[src/hw/rtl/rewb_pkg.sv]
package rewb_pkg;

   // Default widths for the top level parameters
   localparam int DEFAULT_DELTA_BITS = 8;
   localparam int DEFAULT_TIME_BITS  = 32;

   // Configuration port
   localparam int CSR_INDEX_BITS = 2;
   localparam int CSR_DATA_BITS  = 16;
   localparam int STEPS_BITS     = 3;
   localparam int MS_CFG_BITS    = 16;

   typedef enum logic [CSR_INDEX_BITS-1:0] {
      CSR_STEPS    = 2'd0,
      CSR_DEBOUNCE = 2'd1,
      CSR_HOLD     = 2'd2
   } csr_index_type;

   localparam logic [STEPS_BITS-1:0]  STEPS_RESET    = 3'd4;
   localparam logic [MS_CFG_BITS-1:0] DEBOUNCE_RESET = 16'd30;
   localparam logic [MS_CFG_BITS-1:0] HOLD_RESET     = 16'd600;

   // Steps per detent are clamped to 1..4
   localparam logic [STEPS_BITS-1:0] STEPS_MIN = 3'd1;
   localparam logic [STEPS_BITS-1:0] STEPS_MAX = 3'd4;

   // Button event codes
   typedef enum logic [1:0] {
      EV_NONE  = 2'd0,
      EV_CLICK = 2'd1,
      EV_HOLD  = 2'd2
   } event_type;

   // Configuration registers as seen by the datapath
   typedef struct packed {
      logic [STEPS_BITS-1:0]  steps;
      logic [MS_CFG_BITS-1:0] debounce_ms;
      logic [MS_CFG_BITS-1:0] hold_ms;
   } cfg_type;

   // Quadrature direction from {previous phase, new phase}.
   // Phase is {b, a}; 0->1->3->2->0 counts down, the reverse counts up,
   // no change and two-bit jumps count nothing.
   function automatic logic signed [1:0] quad_dir(input logic [3:0] idx);
      logic signed [1:0] dir;
      dir = 2'sd0;
      case (idx) inside
         4'd2, 4'd4, 4'd11, 4'd13: dir = 2'sd1;
         4'd1, 4'd7, 4'd8, 4'd14:  dir = -2'sd1;
         default:                  dir = 2'sd0;
      endcase
      return dir;
   endfunction

endpackage

[src/hw/rtl/rotary_encoder_with_button.sv]
// Rotary encoder front end: decodes quadrature steps into detents and
// debounces the push button into click and hold events. One sample is
// accepted per clock while req_stall is low. The decode logic sits between
// the input and result registers, so a poll answer passes through both
// before it shows on the result channel. Samples without poll give no
// result. The input register only holds when a poll sample meets a full,
// stalled result register. The millisecond timer counts sample ms_tick flags.
module rotary_encoder_with_button #(
   parameter int DELTA_BITS = rewb_pkg::DEFAULT_DELTA_BITS,
   parameter int TIME_BITS  = rewb_pkg::DEFAULT_TIME_BITS
) (
   input  logic                                 clock,
   input  logic                                 reset,
   // sample channel
   input  logic                                 req_valid,
   output logic                                 req_stall,
   input  logic                                 req_phase_a,
   input  logic                                 req_phase_b,
   input  logic                                 req_button_down,
   input  logic                                 req_ms_tick,
   input  logic                                 req_poll,
   // result channel
   output logic                                 rsp_valid,
   input  logic                                 rsp_stall,
   output logic signed [DELTA_BITS-1:0]         rsp_detent_delta,
   output logic [1:0]                           rsp_button_event,
   // configuration
   input  logic                                 csr_we,
   input  logic [rewb_pkg::CSR_INDEX_BITS-1:0]  csr_index,
   input  logic [rewb_pkg::CSR_DATA_BITS-1:0]   csr_wdata
);
   import rewb_pkg::*;

   cfg_type cfg_ff, cfg_in;

   logic       in_valid_ff, in_valid_in;
   logic [1:0] in_phase_ff;
   logic       in_down_ff;
   logic       in_tick_ff;
   logic       in_poll_ff;

   logic                         rsp_valid_ff, rsp_valid_in;
   logic signed [DELTA_BITS-1:0] rsp_delta_ff;
   event_type                    rsp_event_ff;

   logic                         take;
   logic                         out_free;
   logic                         advance;
   logic                         report;
   logic signed [DELTA_BITS-1:0] count_now;
   event_type                    btn_event;

   // Configuration writes
   always_comb begin
      cfg_in = cfg_ff;
      if (csr_we) begin
         unique case (csr_index)
            CSR_STEPS:    cfg_in.steps       = csr_wdata[STEPS_BITS-1:0];
            CSR_DEBOUNCE: cfg_in.debounce_ms = csr_wdata[MS_CFG_BITS-1:0];
            CSR_HOLD:     cfg_in.hold_ms     = csr_wdata[MS_CFG_BITS-1:0];
            default:      cfg_in             = cfg_ff;
         endcase
      end
   end

   always_ff @(posedge clock) begin
      if (reset) begin
         cfg_ff.steps       <= STEPS_RESET;
         cfg_ff.debounce_ms <= DEBOUNCE_RESET;
         cfg_ff.hold_ms     <= HOLD_RESET;
      end else begin
         cfg_ff <= cfg_in;
      end
   end

   // Flow control: a sample moves on unless it is a poll facing a held result
   always_comb begin
      out_free     = !rsp_valid_ff || !rsp_stall;
      advance      = in_valid_ff && (!in_poll_ff || out_free);
      report       = advance && in_poll_ff;
      req_stall    = in_valid_ff && !advance;
      take         = req_valid && !req_stall;
      in_valid_in  = take || (in_valid_ff && !advance);
      rsp_valid_in = report || (rsp_valid_ff && rsp_stall);
   end

   // Input register
   always_ff @(posedge clock) begin
      if (reset) begin
         in_valid_ff <= 1'b0;
      end else begin
         in_valid_ff <= in_valid_in;
      end
   end

   always_ff @(posedge clock) begin
      if (take) begin
         in_phase_ff <= {req_phase_b, req_phase_a};
         in_down_ff  <= req_button_down;
         in_tick_ff  <= req_ms_tick;
         in_poll_ff  <= req_poll;
      end
   end

   rewb_quad #(
      .DELTA_BITS (DELTA_BITS)
   ) u_quad (
      .clock     (clock),
      .reset     (reset),
      .advance   (advance),
      .phase     (in_phase_ff),
      .poll      (in_poll_ff),
      .cfg       (cfg_ff),
      .count_now (count_now)
   );

   rewb_button #(
      .TIME_BITS (TIME_BITS)
   ) u_button (
      .clock     (clock),
      .reset     (reset),
      .advance   (advance),
      .ms_tick   (in_tick_ff),
      .step      (report && (count_now == '0)),
      .down      (in_down_ff),
      .cfg       (cfg_ff),
      .btn_event (btn_event)
   );

   // Result register: detents take priority over the button
   always_ff @(posedge clock) begin
      if (reset) begin
         rsp_valid_ff <= 1'b0;
      end else begin
         rsp_valid_ff <= rsp_valid_in;
      end
   end

   always_ff @(posedge clock) begin
      if (report) begin
         rsp_delta_ff <= count_now;
         rsp_event_ff <= (count_now != '0) ? EV_NONE : btn_event;
      end
   end

   assign rsp_valid        = rsp_valid_ff;
   assign rsp_detent_delta = rsp_delta_ff;
   assign rsp_button_event = rsp_event_ff;

endmodule

[src/hw/rtl/rewb_quad.sv]
module rewb_quad #(
   parameter int DELTA_BITS = 8
) (
   input  logic                         clock,
   input  logic                         reset,
   input  logic                         advance,
   input  logic [1:0]                   phase,
   input  logic                         poll,
   input  rewb_pkg::cfg_type            cfg,
   output logic signed [DELTA_BITS-1:0] count_now
);
   import rewb_pkg::*;

   localparam logic signed [DELTA_BITS-1:0] DMAX = {1'b0, {(DELTA_BITS-1){1'b1}}};
   localparam logic signed [DELTA_BITS-1:0] DMIN = {1'b1, {(DELTA_BITS-1){1'b0}}};

   logic [1:0]                   last_phase_ff, last_phase_in;
   logic                         seeded_ff, seeded_in;
   logic signed [2:0]            partial_ff, partial_in;
   logic signed [DELTA_BITS-1:0] count_ff, count_in;

   logic signed [1:0]     dir;
   logic [STEPS_BITS-1:0] spd_u;
   logic signed [3:0]     spd;
   logic signed [3:0]     sum;
   logic                  step_up;
   logic                  step_dn;

   // Direction of this sample; first sample only seeds the phase
   always_comb begin
      dir = seeded_ff ? quad_dir({last_phase_ff, phase}) : 2'sd0;
      if (cfg.steps < STEPS_MIN) begin
         spd_u = STEPS_MIN;
      end else if (cfg.steps > STEPS_MAX) begin
         spd_u = STEPS_MAX;
      end else begin
         spd_u = cfg.steps;
      end
      spd     = $signed({1'b0, spd_u});
      sum     = $signed({partial_ff[2], partial_ff}) + $signed({{2{dir[1]}}, dir});
      step_up = (dir != 2'sd0) && (sum >= spd);
      step_dn = (dir != 2'sd0) && (sum <= -spd);
   end

   // Partial step count and saturating detent count
   always_comb begin
      last_phase_in = phase;
      seeded_in     = 1'b1;
      if (step_up || step_dn) begin
         partial_in = 3'sd0;
      end else if (dir != 2'sd0) begin
         partial_in = sum[2:0];
      end else begin
         partial_in = partial_ff;
      end
      count_now = count_ff;
      if (step_up && (count_ff != DMAX)) begin
         count_now = count_ff + DELTA_BITS'(1);
      end else if (step_dn && (count_ff != DMIN)) begin
         count_now = count_ff - DELTA_BITS'(1);
      end
      // a poll reports and clears a nonzero count
      count_in = (poll && (count_now != '0)) ? '0 : count_now;
   end

   always_ff @(posedge clock) begin
      if (reset) begin
         last_phase_ff <= 2'd0;
         seeded_ff     <= 1'b0;
         partial_ff    <= 3'sd0;
         count_ff      <= '0;
      end else if (advance) begin
         last_phase_ff <= last_phase_in;
         seeded_ff     <= seeded_in;
         partial_ff    <= partial_in;
         count_ff      <= count_in;
      end
   end

endmodule

[src/hw/rtl/rewb_button.sv]
module rewb_button #(
   parameter int TIME_BITS = 32
) (
   input  logic                clock,
   input  logic                reset,
   input  logic                advance,
   input  logic                ms_tick,
   input  logic                step,
   input  logic                down,
   input  rewb_pkg::cfg_type   cfg,
   output rewb_pkg::event_type btn_event
);
   import rewb_pkg::*;

   typedef enum logic [3:0] {
      BTN_IDLE  = 4'b0001,
      BTN_MAYBE = 4'b0010,
      BTN_ARMED = 4'b0100,
      BTN_HOLD  = 4'b1000
   } btn_state_type;

   btn_state_type        state_ff, state_in;
   logic [TIME_BITS-1:0] ms_ff, ms_in;
   logic [TIME_BITS-1:0] mark_ff, mark_in;
   logic [TIME_BITS-1:0] elapsed;

   // Millisecond clock advances before the button is looked at
   always_comb begin
      ms_in   = ms_ff + TIME_BITS'(ms_tick);
      elapsed = ms_in - mark_ff;
   end

   // Button machine, stepped only on polls that report no detents
   always_comb begin
      state_in  = state_ff;
      mark_in   = mark_ff;
      btn_event = EV_NONE;
      unique case (state_ff)
         BTN_IDLE: begin
            if (down) begin
               mark_in  = ms_in;
               state_in = BTN_MAYBE;
            end
         end
         BTN_MAYBE: begin
            if (!down) begin
               state_in = BTN_IDLE;
            end else if (elapsed >= TIME_BITS'(cfg.debounce_ms)) begin
               state_in = BTN_ARMED;
               mark_in  = ms_in;
            end
         end
         BTN_ARMED: begin
            if (!down) begin
               state_in  = BTN_IDLE;
               btn_event = EV_CLICK;
            end else if (elapsed > TIME_BITS'(cfg.hold_ms)) begin
               state_in  = BTN_HOLD;
               btn_event = EV_HOLD;
            end
         end
         BTN_HOLD: begin
            if (!down) begin
               state_in = BTN_IDLE;
            end
         end
         default: begin
            state_in = BTN_IDLE;
         end
      endcase
   end

   always_ff @(posedge clock) begin
      if (reset) begin
         state_ff <= BTN_IDLE;
         ms_ff    <= '0;
         mark_ff  <= '0;
      end else if (advance) begin
         ms_ff <= ms_in;
         if (step) begin
            state_ff <= state_in;
            mark_ff  <= mark_in;
         end
      end
   end

endmodule

[config.mk]
export PLATFORM = sky130hd
export DESIGN_NAME = rotary_encoder_with_button
export DESIGN_NICKNAME = d
export VERILOG_FILES = /design/src/hw/rtl/rewb_pkg.sv /design/src/hw/rtl/rotary_encoder_with_button.sv /design/src/hw/rtl/rewb_quad.sv /design/src/hw/rtl/rewb_button.sv
export SDC_FILE = /design/constraint.sdc
export NUM_CORES = 1
export LEC_CHECK = 0
export BUFFER_PORTS_ARGS = -buffer_cell sky130_fd_sc_hd__buf_2
export CORE_UTILIZATION = 52
export CTS_CLUSTER_SIZE = 40
export DETAILED_ROUTE_END_ITERATION = 8
export GPL_ROUTABILITY_DRIVEN = 1
export PLACE_DENSITY_LB_ADDON = 0.15
export SLEW_MARGIN = 30
export SYNTH_ARGS = -nofsm -noshare
export SYNTH_HDL_FRONTEND = slang
export SYNTH_SLANG_ARGS = --single-unit
[constraint.sdc]
create_clock -name clock -period 13.09 [get_ports clock]
set_input_delay 0.6545 -clock clock [delete_from_list [all_inputs] [get_ports clock]]
set_output_delay 0.6545 -clock clock [all_outputs]
set_load 0.01 [all_outputs]
# ---- After elaboration in Yosys (flattened, before gate mapping)
# Cells that the tools add are included.
dict set report word_totals {
  reg_bits 134
  latch_bits 0
  ram_bits 0
  romBits 0
  wordCells 115
  n_memories 0
}
dict set report op_classes {
  n_addsub 6
  multipliers 0
  div 0
  order_cmp 6
  n_eq_ne 22
  n_shift 0
  n_mux 23
  bitwise 2
  reduce_logical 37
}
# operator n
set ops {}
lappend ops {{$mux 32} 3}
lappend ops {{$pmux 32 s2} 1}
lappend ops {{$add 32x1->32} 1}
lappend ops {{$ge 32x16->1} 1}
lappend ops {{$gt 32x16->1} 1}
lappend ops {{$sub 32x32->32} 1}
lappend ops {{$mux 4} 6}
lappend ops {{$mux 8} 3}
lappend ops {{$eq 4x4->1 const B} 5}
lappend ops {{$ne 8x8->1 const B} 2}
lappend ops {{$pmux 4 s4} 1}
lappend ops {{$eq 4x3->1 const B} 3}
lappend ops {{$mux 3} 4}
lappend ops {{$reduce_and 6->1} 2}
lappend ops {{$logic_and 1x1->1} 11}
lappend ops {{$add 8x2->8 const B} 1}
lappend ops {{$eq 4x1->1 const B} 2}
lappend ops {{$eq 4x2->1 const B} 2}
lappend ops {{$logic_not 8->1} 1}
lappend ops {{$mux 2} 4}
lappend ops {{$reduce_and 2->1} 4}
lappend ops {{$reduce_bool 8->1} 1}
lappend ops {{$reduce_or 4->1} 2}
lappend ops {{$sub 8x2->8 const B} 1}
lappend ops {{19 further kinds} 33}

# ---- Depth between registers and ports, before layout
dict set report depth {
  ltp_word 14
  depth_mapped 25
}

# ---- Cells and area by module
# Synthesis repeated with hierarchy kept, for this count alone.
dict set report unflattened {
  cells_unflattened 1157
  area_unflattened_um2 9587.9
}
# module n_inst cells_each area_each_um2 seq_area_each_um2
set by_module_without_submodules {}
lappend by_module_without_submodules {rewb_button 1 802 6172.2 1361.3}
lappend by_module_without_submodules {rotary_encoder_with_button 1 174 2043.2 1191.1}
lappend by_module_without_submodules {rewb_quad 1 181 1372.6 280.3}

# ---- Worst setup path after synthesis
# No wires, ideal clock.
dict set report synth_path {
  path_kind {reg-to-reg}
  startpoint {register in_tick_ff}
  endpoint {register u_button.mark_ff[27]}
  setup_time_ps 128
  t_arrival_ps 5200
  t_required_ps 12962
  path_slack_ps 7763
  stages_incl_launch_ff 23
  n_path_buf 2
  period_less_slack_ps 5327
  path_cell_list {edfxtp_1 ha_1 ha_1 and3_1 and3_1 and3_1 and3_1 and3_1 nand3_1 xnor2_1 ha_1 buf_2 nand2_2 nor2_1 a32o_1 or4_4 o211ai_2 o211ai_1 or4b_4 nor4b_4 buf_6 mux2i_1 o21ai_1}
}
dict set report synth_between {
  elab_chain_cells 5
}
# element line_no
set synth_lines {}
lappend synth_lines {{start, declared} rotary_encoder_with_button.sv:39} ;# logic in_tick_ff;
lappend synth_lines {{start signal, assigned} rotary_encoder_with_button.sv:100} ;# in_tick_ff <= req_ms_tick;
lappend synth_lines {{$add 32x1->32 *} rewb_button.sv:29} ;# ms_in = ms_ff + TIME_BITS'(ms_tick);
lappend synth_lines {{$sub 32x32->32} rewb_button.sv:30} ;# elapsed = ms_in - mark_ff;
lappend synth_lines {{$ge 32x16->1} rewb_button.sv:48} ;# end else if (elapsed >= TIME_BITS'(cfg.debounce_ms)) begin
lappend synth_lines {{$ne 2x1->1 (no source line)} n/a}
lappend synth_lines {{$reduce_and 6->1 (no source line)} n/a}
lappend synth_lines {{end signal, assigned} rewb_button.sv:82} ;# mark_ff <= mark_in;
lappend synth_lines {{end, declared} rewb_button.sv:24} ;# logic [TIME_BITS-1:0] mark_ff, mark_in;
# Mark *: on every way between the ends. The rest lies on a longest branch, timed or not. The select of a mux whose other input is x is not followed.
# A chain may end at the register's enable or synchronous reset.

# ---- Worst setup path after layout
dict set report layout_path {
  startpoint {register in_tick_ff}
  endpoint {register u_button.state_ff[0]}
}
dict set report layout_between {
  elab_chain_cells 5
}
# element line_no
set layout_lines {}
lappend layout_lines {{$add 32x1->32 *} rewb_button.sv:29}
lappend layout_lines {{$sub 32x32->32 *} rewb_button.sv:30}
lappend layout_lines {{$gt 32x16->1 / $ge 32x16->1 (equally long branches)} {rewb_button.sv:57, rewb_button.sv:48}}
lappend layout_lines {{$ne 3x2->1 (no source line)} n/a}
lappend layout_lines {{$reduce_and 6->1 (no source line) *} n/a}
lappend layout_lines {{end signal, assigned} rewb_button.sv:81} ;# state_ff <= state_in;
lappend layout_lines {{end, declared} rewb_button.sv:22} ;# btn_state_type state_ff, state_in;
# Mark *: on every way between the ends. The rest lies on a longest branch, timed or not.

==> results.py <==
metrics = {
    "clock_network": {
        "postCtsSetupRepairBufs": 0,
        "clkLatencyLatePin_ps": 420,
        "htreeDepth": 4,
        "numCtsBuffers": 17,
        "cts_buffer_depth": 2,
        "postCtsResizedCells": 0,
        "ctsHoldBuffers": 0,
        "ctsRootBufferMaster": "clkbuf_16",
        "tritoncts": "yes",
        "clk_transition_reported_paths_ps": 60,
        "cts.sinks": 134,
    },
    "placement": {
        "dpl.hpwl_um": 18700,
        "pre_cts_ws_ps": 6640,
        "gp_congestion": 0.943,
        "dp.cells": 1531,
        "portBuffers": 39,
    },
    "timing": {
        "drv_slew": 0,
        "worst_pin_slew_ps": 862,
        "fmax_mhz": 153,
        "setup_tns_ps": 0,
        "fin_ws_ps": 6560,
        "period_needed_ps": 6530,
        "clock_skew_ps": 14.5,
        "setup_viol": 0,
        "hold_violations": 0,
        "min_period_over_period_pct": 49.9,
        "rsz0062_at_grt": "no",
        "maxSlewHeadroom_pct": 42.6,
    },
    "setup_path": {
        "path_buf_inv": 1,
        "regToRegSetupSlack_ps": 6560,
        "cp_slowest_stage_delay_ps": 700,
        "critPathLaunchType": "flip-flop",
        "r2r-end": "u_button.state_ff[0]$_SDFFE_PP1P_",
        "worst_r2r_path_depth": 24,
        "crit_required_ps": 13430,
        "path_cells": "ha_1 > ha_1 > and3_1 > and3_1 > and3_1 > and3_1 > and3_1 > xor2_1 > ha_1 > and3_1 > nand2_1 > a31oi_1 > a21o_1 > xor2_1 > ha_1 > nand4_1 > or2_2 > nor3_1 > inv_1 > a221oi_1 > o22ai_1 > nor4b_2 > or2_2 > mux2i_1",
        "crit_slowest_cell": "nor4b_2",
        "critPathTopFamily": "simple AND/OR/NAND/NOR gates",
        "cp_max_fo": 7,
        "r2r_start": "in_tick_ff$_DFFE_PP_",
        "crit_type": "reg -> reg",
        "cp_common_cell": "and3_1",
        "end_kind": "flip-flop",
        "crit_arrival_ps": 6880,
    },
    "global_route": {
        "grt_max_degree": 81,
        "grt_antenna_before_repair": 0,
        "grt_pass1_vias": 8432,
        "grtUsageTotal_pct": 26.3,
        "grt_overflow": 0,
        "grt_pass1_wl_um": 42500,
    },
    "power_and_ir_drop": {
        "p_per_area_mw_per_mm2": 95.6,
        "ir_worst_vdd_mv": 0.116,
        "p_leak_nw": 4.54,
    },
    "synthesis": {
        "ys_types": 88,
        "synth_area_leaders": "dfxtp_1 23%, ha_1 9.5%, nand2_1 4.8%",
        "synth_compound_area_share_pct": 21.0,
        "synthSimpleGateAreaFrac_pct": 24.7,
        "synth-xor-area-share_pct": 7.07,
        "muxShareOfSynthArea_pct": 3.42,
        "synthCells": 1296,
        "ys_warn_count": 0,
        "yosysTopAreaCell": "dfxtp_1",
        "synthFlopType": "dfxtp_1",
        "synth_nets": 1404,
        "synth_top_family_by_area": "simple AND/OR/NAND/NOR gates",
        "async_flop_share_pct": 0,
        "synth_top_area_share_pct": 23.3,
        "seq_area_frac_synth_pct": 27.7,
        "synth_edf_count": 15,
        "yosys.area_share.adder_pct": 9.93,
        "netlist_area_mm2": 0.0102,
        "syn_area_per_cell_um2": 7.90,
        "synth-seq-cells": 134,
    },
    "route": {
        "postRouteAntennaNets": 0,
        "drtIter0Drc": 593,
        "drcViolationCount": 0,
        "vias_per_cell": 5.86,
        "wirelength_um": 25600,
        "vias": 9153,
        "routedWlPerCell_um": 16.4,
        "firstDrtPassIters": 6,
    },
    "floorplanning": {
        "ios": 40,
        "coreArea_mm2": 0.0190,
        "num_rows": 50,
        "die_w_um": 142,
        "initial_utilization_pct": 53.8,
        "dieArea_mm2": 0.0202,
        "die-height_um": 142,
    },
    "layout": {
        "stdcell_count": 1563,
        "fin_util_pct": 58.4,
        "drive_gt1_share_pct": 8.29,
        "num-nets-final": 1398,
        "area_growth_pct": 8.51,
        "n_antenna_cell": 0,
    },
    "flow_run": {
        "maxCapViolations": 0,
    },
    "status": {
        "outcome": "completed",
    },
    "hold_path": {
        "min_to": "in_phase_ff[0]$_DFFE_PP_",
        "hold_path_class": "in -> reg",
        "hp-start": "req_phase_a",
        "hold_path_depth": 1,
    },
}
-- placed cells by master, fill, tap and decap left out, types with 7 or more instances in the layout --
| cell type | n |
|---|---|
| o21ai_1 | 36 |
| a21o_1 | 18 |
| a211oi_1 | 7 |
| a21oi_1 | 91 |
| nand3_1 | 32 |
| xor2_1 | 49 |
| dfxtp_1 | 119 |
| edfxtp_1 | 15 |
| and2_1 | 15 |
| mux2i_1 | 35 |
| inv_1 | 89 |
| o21ai_0 | 42 |
| xnor2_1 | 29 |
| ha_1 | 78 |
| nor3_1 | 55 |
| o21a_1 | 10 |
| or3_1 | 16 |
| nor2_1 | 94 |
| nand4_1 | 25 |
| a31oi_1 | 8 |
| o211ai_1 | 9 |
| buf_2 | 38 |
| a211o_1 | 12 |
| a22oi_1 | 39 |
| nand2_1 | 130 |
| and3_1 | 19 |
| nor3b_1 | 35 |
| nor2b_1 | 9 |
| clkbuf_16 | 17 |
-- worst max path at each step --
stage	startpoint	cells past startpoint	end	slack [ps]
4_1_cts	in_tick_ff$_DFFE_PP_	24	u_button.state_ff[0]$_SDFFE_PP1P_	6620
2_1_floorplan	in_tick_ff$_DFFE_PP_	22	u_button.mark_ff[27]$_SDFFE_PP0P_	7760
3_5_place_dp	in_tick_ff$_DFFE_PP_	24	u_button.state_ff[0]$_SDFFE_PP1P_	6640
5_1_grt	in_tick_ff$_DFFE_PP_	24	u_button.state_ff[0]$_SDFFE_PP1P_	6080
6_report	in_tick_ff$_DFFE_PP_	24	u_button.state_ff[0]$_SDFFE_PP1P_	6560
3_3_place_gp	in_tick_ff$_DFFE_PP_	24	u_button.state_ff[0]$_SDFFE_PP1P_	6750
-- metal layers --
metal,share of wire [%],track usage [%],vias up
met5,0,0,-
met4,1.4,7.36,0
met3,4.4,4.48,24
met2,44,40.9,212
met1,50,37.1,4265
li1,-,-,4652
-- cells in the mapped netlist, types with 35 or more instances --
master / instances
xor2_1: 49
o21ai_0: 42
clkbuf_1: 55
a21oi_1: 91
nor3b_1: 35
dfxtp_1: 119
nand2_1: 131
a22oi_1: 39
nor2_1: 94
o21ai_1: 36
inv_1: 89
mux2i_1: 35
nor3_1: 55
ha_1: 78
-- registers in the layout, indices dropped and copies added, names as in the netlist, 2 cells and up --
| name | flops |
|---|---|
| u_quad.last_phase_ff | 2 |
| u_button.ms_ff | 32 |
| rsp_button_event | 2 |
| rsp_detent_delta | 8 |
| u_quad.count_ff | 8 |
| cfg_ff | 35 |
| u_quad.partial_ff | 3 |
| u_button.mark_ff | 32 |
| u_button.state_ff | 4 |
| in_phase_ff | 2 |
-- report_power, final --
part           switching (mW)  internal (mW)
sequential            0.00521          0.423
combinational          0.0920         0.0599
clock                   0.212          0.270
-- cell families after synthesis --
family	after synthesis
simple gates	483
compound gates	325
buf+inv	158
flops	134
fa+ha+maj	80
xor+xnor	80
mux	35
other cells	1
-- worst register-to-register path: cells and delay by family, from the launching register on --
| family | cells | cell delay, ps |
|---|---|---|
| mux | 1 | 180 |
| compound gates | 4 | 1210 |
| fa+ha+maj | 4 | 1080 |
| xor+xnor | 2 | 450 |
| buf+inv | 1 | 90 |
| flops | 1 | 380 |
| simple gates | 12 | 3060 |
-- final cells by class --
| type | instances | area [um^2] |
|---|---|---|
| fill | 1795 | 7910 |
| multi-input combinational | 1004 | 6790 |
| sequential | 134 | 2830 |
| clock buffer | 17 | 425 |
| inverter | 89 | 334 |
| tap | 260 | 325 |
| timing repair buffer | 44 | 235 |
| clock inverter | 15 | 164 |
-- per-stage QoR --
| stage | area, um^2 | hold WS (ps) | total power, mW |
|---|---|---|---|
| 6_report | 11100 | 405 | 1.06 |
| 3_5_place_dp | 10500 | 447 | 0.588 |
| 4_1_cts | 11100 | 391 | 1.07 |
| 2_1_floorplan | 10200 | 436 | 0.556 |
| 5_1_grt | 11100 | 384 | 1.10 |
| 3_3_place_gp | 10500 | 444 | 0.585 |
Note: power is estimated with default switching activity, not from simulation.
